**src/ebb_pkg.sv**
```systemverilog
// Package for the Erlang B blocking probability block.
// Holds the field widths, fixed-point constants and the sequencer state type.
// No dependencies.
package ebb_pkg;

  localparam int CHAN_W = 11;
  localparam int TRAF_W = 32;
  localparam int PROB_W = 32;
  localparam int NUM_W = 48;
  localparam int DIV_STEPS = 31;
  localparam int STEP_W = 5;

  localparam logic [PROB_W-1:0] ONE_Q31 = 32'h8000_0000;

  typedef enum logic [1:0] {
    ST_IDLE,
    ST_MUL,
    ST_DEN,
    ST_DIV
  } ebb_state_e;

endpackage

```
**src/erlang_b_blocking_probability.sv**
```systemverilog
// Erlang B blocking probability: iterative recurrence with a shared multiplier
// and a radix-2 restoring divider under a small sequencer.
// Depends on ebb_pkg.

// A request is taken when start is high and busy is low. The block runs
// B <- A*B / (x + A*B) for x = 1..V from B = 1.0, with V clamped to MAX_CHANNELS,
// and reports B in Q1.31 on block_prob_o for one cycle, marked by done_o.
// The result cannot be held off: it must be taken in the cycle it appears.
// Each recurrence step passes through the 32x32 multiplier, then the denominator
// state and then the one-bit-per-cycle divider, which are reused for every step.
// For V = 0 the strobe comes in the cycle after the request is accepted. busy
// stays high until the result cycle, in which a new request may already be
// accepted.
module erlang_b_blocking_probability #(
  parameter int MAX_CHANNELS = 1024
) (
  input  logic                       clk_i,
  input  logic                       rst_ni,
  input  logic                       start,
  output logic                       busy,
  input  logic [ebb_pkg::CHAN_W-1:0] channels_i,
  input  logic [ebb_pkg::TRAF_W-1:0] traffic_i,
  output logic                       done_o,
  output logic [ebb_pkg::PROB_W-1:0] block_prob_o
);
  import ebb_pkg::*;

  localparam logic [16:0] MaxCh = 17'(MAX_CHANNELS);

  ebb_state_e state_q, state_d;

  logic [TRAF_W-1:0] traffic_q;
  logic [PROB_W-1:0] b_q;
  logic [CHAN_W-1:0] v_q;
  logic [CHAN_W-1:0] x_q;
  logic [NUM_W-1:0]  num_q;
  logic [NUM_W-1:0]  den_q;
  logic [NUM_W-1:0]  rem_q;
  logic [DIV_STEPS-1:0] quo_q;
  logic [STEP_W-1:0] step_q;
  logic              done_q;
  logic [PROB_W-1:0] result_q;

  logic              accept;
  logic [CHAN_W-1:0] v_eff;
  logic [63:0]       prod;
  logic [NUM_W:0]    rem_sh;
  logic [NUM_W:0]    rem_diff;
  logic              q_bit;
  logic [NUM_W-1:0]  rem_next;
  logic              last_step;
  logic              last_iter;

  assign accept = start && !busy;

  always_comb begin
    if ({6'b0, channels_i} > MaxCh) begin
      v_eff = MaxCh[CHAN_W-1:0];
    end else begin
      v_eff = channels_i;
    end
  end

  assign prod      = 64'(traffic_q) * 64'(b_q);
  assign rem_sh    = {rem_q, 1'b0};
  assign rem_diff  = rem_sh - {1'b0, den_q};
  assign q_bit     = (rem_sh >= {1'b0, den_q});
  assign rem_next  = q_bit ? rem_diff[NUM_W-1:0] : rem_sh[NUM_W-1:0];
  assign last_step = (step_q == STEP_W'(DIV_STEPS - 1));
  assign last_iter = (x_q == v_q);

  always_comb begin
    state_d = state_q;
    unique case (state_q)
      ST_IDLE: begin
        if (accept && (v_eff != '0)) begin
          state_d = ST_MUL;
        end
      end
      ST_MUL: state_d = ST_DEN;
      ST_DEN: state_d = ST_DIV;
      ST_DIV: begin
        if (last_step) begin
          state_d = last_iter ? ST_IDLE : ST_MUL;
        end
      end
      default: state_d = ST_IDLE;
    endcase
  end

  always_comb begin
    busy = 1'b1;
    unique case (state_q)
      ST_IDLE: busy = 1'b0;
      default: busy = 1'b1;
    endcase
  end

  assign done_o       = done_q;
  assign block_prob_o = result_q;

  always_ff @(posedge clk_i or negedge rst_ni) begin
    if (!rst_ni) begin
      state_q <= ST_IDLE;
      done_q  <= 1'b0;
    end else begin
      state_q <= state_d;
      done_q  <= (state_q == ST_IDLE && accept && v_eff == '0) ||
                 (state_q == ST_DIV && last_step && last_iter);
    end
  end

  always_ff @(posedge clk_i) begin
    unique case (state_q)
      ST_IDLE: begin
        if (accept) begin
          traffic_q <= traffic_i;
          b_q       <= ONE_Q31;
          v_q       <= v_eff;
          x_q       <= CHAN_W'(1);
          if (v_eff == '0) begin
            result_q <= ONE_Q31;
          end
        end
      end
      ST_MUL: begin
        num_q <= prod[63:16];
      end
      ST_DEN: begin
        den_q  <= num_q + {6'b0, x_q, 31'b0};
        rem_q  <= num_q;
        quo_q  <= '0;
        step_q <= '0;
      end
      ST_DIV: begin
        rem_q  <= rem_next;
        quo_q  <= {quo_q[DIV_STEPS-2:0], q_bit};
        step_q <= step_q + STEP_W'(1);
        if (last_step) begin
          b_q <= {1'b0, quo_q[DIV_STEPS-2:0], q_bit};
          x_q <= x_q + CHAN_W'(1);
          if (last_iter) begin
            result_q <= {1'b0, quo_q[DIV_STEPS-2:0], q_bit};
          end
        end
      end
      default: begin
      end
    endcase
  end

`ifndef SYNTH
  a_done_not_busy: assert property (@(posedge clk_i) disable iff (!rst_ni)
    done_o |-> !busy)
    else $error("result strobe while busy");

  a_prob_range: assert property (@(posedge clk_i) disable iff (!rst_ni)
    done_o |-> (block_prob_o <= ONE_Q31))
    else $error("blocking probability above 1.0");

  a_iter_bound: assert property (@(posedge clk_i) disable iff (!rst_ni)
    (state_q == ST_DIV) |-> (x_q <= v_q && x_q != '0 && step_q < STEP_W'(DIV_STEPS)))
    else $error("recurrence counter out of range");
`endif

endmodule

```
**config.mk**
```make
export PLATFORM = sky130hd
export DESIGN_NAME = erlang_b_blocking_probability
export DESIGN_NICKNAME = d
export VERILOG_FILES = /design/src/ebb_pkg.sv /design/src/erlang_b_blocking_probability.sv
export SDC_FILE = /design/constraint.sdc
export NUM_CORES = 2
export LEC_CHECK = 0
export ABC_AREA = 1
export BUFFER_PORTS_ARGS = -buffer_cell sky130_fd_sc_hd__buf_2
export CORE_UTILIZATION = 59
export CTS_CLUSTER_SIZE = 30
export DETAILED_ROUTE_END_ITERATION = 12
export PLACE_DENSITY = 0.75
export SETUP_SLACK_MARGIN = 0.3
export SYNTH_ARGS = -nofsm -noshare
export SYNTH_HDL_FRONTEND = slang
export SYNTH_SLANG_ARGS = --single-unit
```
**constraint.sdc**
```tcl
create_clock -name clk_i -period 11.45 [get_ports clk_i]
set_input_delay 2.29 -clock clk_i [delete_from_list [all_inputs] [get_ports clk_i]]
set_output_delay 2.29 -clock clk_i [all_outputs]
set_load 0.02 [all_outputs]
```
; Yosys cells after proc, flatten, opt, wreduce, memory -nomap -nowiden
; Cells that the tools add are included.
[op_classes]
reduce_logical = 16
order_cmp = 2
n_mul = 1
addsub = 4
mux = 21
eq_ne = 10
[op_table]
columns = op, count
row1 = $mux W32, 6
row2 = $pmux W32 S2, 2
row3 = $pmux W48 S2, 1
row4 = $mul A32 B32 Y64, 1
row5 = $pmux W30 S2, 1
row6 = $ge A49 B48 Y1, 1
row7 = $add A48 B42 Y48, 1
row8 = $mux W48, 1
row9 = $sub A48 B48 Y48, 1
row10 = $mux W11, 3
row11 = $pmux W11 S2, 1
row12 = $add A11 B1 Y11 const B, 1
row13 = $eq A11 B11 Y1, 1
row14 = $gt A11 B11 Y1 const B, 1
row15 = $logic_not A11 Y1, 1
row16 = $reduce_bool A11 Y1, 1
row17 = $pmux W5 S2, 1
row18 = $pmux W2 S4, 1
row19 = $logic_and A1 B1 Y1, 6
row20 = $ne A2 B2 Y1 const B, 3
row21 = $add A5 B1 Y5 const B, 1
row22 = $eq A5 B5 Y1 const B, 1
row23 = $reduce_and A5 Y1, 1
row24 = $eq A2 B2 Y1 const B, 2
row25 = 9 further kinds, 14
[word_totals]
reg_bits = 300
out_inout_bits = 34
elab_cells = 66
input_bits = 46

; Depth between registers and ports, before layout
[depth]
depth_word = 6
depth_mapped = 30
ltp_nobuf = 29

; Least setup slack after synthesis
; OpenSTA, ideal clock, no wires.
[synth_timing]
kind = input to register
start = in start
end = reg result_q[0], in the netlist block_prob_o[0], enable pin
stages = 6
arrival_time_ns = 7.167
setup_ns = 0.432
path_buffers = 0
slack_ns = 3.852
required_time_ns = 11.018
cell_sequence = nand2_1 -> inv_1 -> a21oi_1 -> nor2_1 -> o21ai_0 -> a21oi_1
[synth_via]
elab_chain_len = 3
[synth_lines]
columns = element, line
row1 = start: declaration, erlang_b_blocking_probability.sv:19  ; input logic start,
row2 = $logic_and A1 B1 Y1, erlang_b_blocking_probability.sv:54  ; assign accept = start && !busy;
row3 = $ne A2 B2 Y1 (no source line), n/a
row4 = $reduce_and A5 Y1 (no source line), n/a
row5 = end signal: assignment, erlang_b_blocking_probability.sv:143  ; result_q <= {1'b0, quo_q[DIV_STEPS-2:0], q_bit};
row6 = end: declaration, erlang_b_blocking_probability.sv:42  ; logic [PROB_W-1:0] result_q;
; Every way passes these cells.
; A chain may end at the register's enable or synchronous reset.

; Final worst setup path
[layout_timing]
start = reg traffic_q[9]
end = reg num_q[35] (data pin)
[layout_via]
elab_chain_len = 1
[layout_lines]
columns = element, line
row1 = start: declaration, erlang_b_blocking_probability.sv:32  ; logic [TRAF_W-1:0] traffic_q;
row2 = start signal: assignment, erlang_b_blocking_probability.sv:117  ; traffic_q <= traffic_i;
row3 = $mul A32 B32 Y64, erlang_b_blocking_probability.sv:64  ; assign prod = 64'(traffic_q) * 64'(b_q);
row4 = net prod[51], erlang_b_blocking_probability.sv:46  ; logic [63:0] prod;
row5 = end signal: assignment, erlang_b_blocking_probability.sv:127  ; num_q <= prod[63:16];
row6 = end: declaration, erlang_b_blocking_probability.sv:36  ; logic [NUM_W-1:0] num_q;
; The timed path passes the listed nets, and every way through them passes these cells.

==> summary.txt <==
Outcome = finished clean
Core Rows = 107
Relative slew slack = 44.2%
Post-CTS Setup Bufs = 0
Yosys warning count = 0
Gates resized, CTS repair = 0
Routed len/inst = 18.7 um
DR top layer = met4
Most common cell after layout, fill and taps aside = inv_1
Max Buffers Root-to-Sink = 3
CTS Sinks = 300
Layout Utilization = 63.1%
Die width = 297 um
First-pass GRT wire length = 227 mm
Share of layout cells above drive strength 1 = 3.77%
Via count = 40.5k
CP Capture Type = flip-flop
Final Hold Fails = 0
CTS tree = yes
Critical Path Fanout Max = 24
Die Area = 88,000 um2
Largest net degree at the start of global routing = 62
Worst Hold Class = flip-flop to flip-flop
Final Cycle Share = 64.9%
Worst path arrival time = 7.81 ns
Initial DRC count = 2,946
Met3 WL = 12.5 mm
Ant. Diodes = 0
DRT met1 WL = 57.7 mm
Grt total ovfl = 0
Simple-gate share of the synthesized area = 18.9%
Sequential share of power = 48.6%
Power Internal = 1.90 mW
Crit start category = flip-flop
Hold_buf cts = 0
Worst Reg-to-Reg Cells = 21
Min-Delay Path Depth = 0
DP Area = 52,700 um2
GPL Wtd Cong = 0.989
Post-Synthesis Cells = 6,507
Yosys top cell by area = fa_1
Comb power frac = 0.5%
Power density over cell area = 45.4 nW/um2
Most frequent cells in the layout = 1,966 x inv_1, 1,879 x nand2_1, 897 x fa_1
Leak = 31.8 nW
Io pins = 80
Fin nets = 7,745
Slew Limit Fails = 0
Clock transition at path regs = 0.07 ns
Drt first pass iters = 6
WP data required = 11.83 ns
Die H = 297 um
Post-synth EDFFs = 297
CTS Buf Count = 39
CTS root buf = clkbuf_16
Syn Nets = 7,776
H-Tree Depth = 2
Adder-cell share of the synthesized area = 43.0%
Xor/xnor share of the synthesized area = 1.40%
Mapped Area = 51,200 um2
Unrepaired setup endpoints after global routing = false
Gr usage total = 33.8%
Filler cells = 7,446
Inst Count DP = 7,579
Multiplexer area fraction after synthesis = 0%
Initial antenna violation count = 1
Most used flip-flop cell after synthesis = edfxtp_1
Sw frac = 22.6%
I/O Buffers = 79
Setup TNS = 0 ns
Register bit total from synthesis = 300
Routed WL = 143 mm
Max-cap violations = 0
Synth async-reset ratio = 1.00%
Metal2 WL = 68.6 mm
Clk pwr share = 51.0%
Core box area = 85,500 um2
Setup CP Type = flip-flop to flip-flop
Post-route setup slack = 4.02 ns
Synth Area in Compound Gates = 2.86%
DP HPWL = 115 mm
Clock Latency Late Sink = 0.64 ns
Vias in the first global route = 41.9k
Setup slack after placement = 4.05 ns
Actual slew at the worst max-slew pin = 0.837 ns
Largest family of logic cells by synthesized area = adder cells
Top-area cell type share of the netlist area = 35.1%
Post-synth cell types = 46
Initial Util = 59.8%
Area grow syn2layout = 5.46%
Antenna Nets Post-Route = 0
Clock skew = 0.0511 ns
Post-route insts no fill = 7,648
Worst vdd rail ir drop = 114 uV
Maximum clock frequency = 135 MHz
Final setup vio count = 0
Sequential share of the synthesized area = 17.6%
DRC viols = 0
Design area = 54,000 um2
NetSw = 553 uW
Avg Inst Size Synth = 7.87 um2
Largest cells by area after synthesis = fa_1 35%, edfxtp_1 17%, inv_1 14%
Vias per inst = 5.29
Min Tclk post-route = 7.43 ns
-- worst paths after layout --
path / end / startpoint / slack [ns]
worst max-delay path: num_q[35] / traffic_q[9] / 4.02
worst min-delay path: den_q[2] / num_q[2] / 0.45
worst max register to register: num_q[35] / traffic_q[9] / 4.02
worst min register to register: den_q[2] / num_q[2] / 0.45
max in group asynchronous: state_q[0] / rst_ni / 9.89
min in group asynchronous: state_q[1] / rst_ni / 1.45
-- area by class of cell --
type                            count  area (um2)  share of cell area, %
Clock buffer                       42         987                   1.83
Clock inverter                     27         274                  0.508
Inverter                         1977        7420                   13.7
Multi-Input combinational cell   4005       33900                   62.8
Sequential cell                   300        8990                   16.7
Tap cell                         1144        1430                   2.65
Timing Repair Buffer              153         951                   1.76
-- power groups by stage --
stage,clock [mW],sequential [mW],combinational (mW)
6_report,1.25,1.19,0.0113
5_1_grt,1.31,1.19,0.0123
3_5_place_dp,0,1.21,0.0112
4_1_cts,1.28,1.19,0.0112
3_3_place_gp,0,1.21,0.0107
2_1_floorplan,0,1.21,0.00257
-- stage by stage --
stage	hold WS, ns	power (mW)
floorplan	0.427	1.22
global placement	0.430	1.22
detailed placement	0.439	1.23
CTS	0.452	2.48
global route	0.461	2.51
finish	0.451	2.45
-- cells in the mapped netlist, types with 10 or more instances --
master,number
inv_1,1967
nand2_1,1879
fa_1,897
ha_1,326
edfxtp_1,297
nor2_1,285
clkbuf_1,214
nand3_1,140
a21oi_1,139
o21ai_0,70
nand4_1,55
xor2_1,42
xnor2_1,40
nor3_1,21
o21bai_1,17
nand3b_1,14
a21o_1,12
o21a_1,10
-- critical path, stage by stage (launching register included) --
cell      delay, ns
edfxtp_1       0.53
buf_4          0.42
nand2_1        0.16
fa_1           0.57
inv_1          0.06
fa_1           0.49
fa_1           0.58
fa_1           0.45
fa_1           0.53
fa_1           0.43
fa_1           0.51
fa_1           0.46
ha_1           0.40
a21oi_1        0.31
o21ai_0        0.18
a21oi_1        0.26
a21boi_0       0.40
nor2_1         0.11
nor2_1         0.13
nand2_1        0.07
nand2_1        0.05
nand2_1        0.04
-- logic make-up (layout without fill, tap and decap cells) --
group,Yosys count,count (layout)
simple gates,2436,2436
buf+inv,2202,2199
fa+ha+maj,1223,1223
flops,300,300
compound gates,264,264
xor+xnor,82,82
-- sequential cells by signal (all words and copies together) (netlist names), 11 cells and up --
signal	count
num_q	48
block_prob_o	32
quo_q	30
b_q	32
v_q	11
traffic_q	32
rem_q	48
x_q	11
den_q	48
-- routing by layer --
metal  vias up  track usage [%]
li1      18600                -
met1     19900             44.8
met2      1766             56.6
met3       265             5.71
met4         0             10.9
met5         -                0
(Power assumes the default switching activity.)
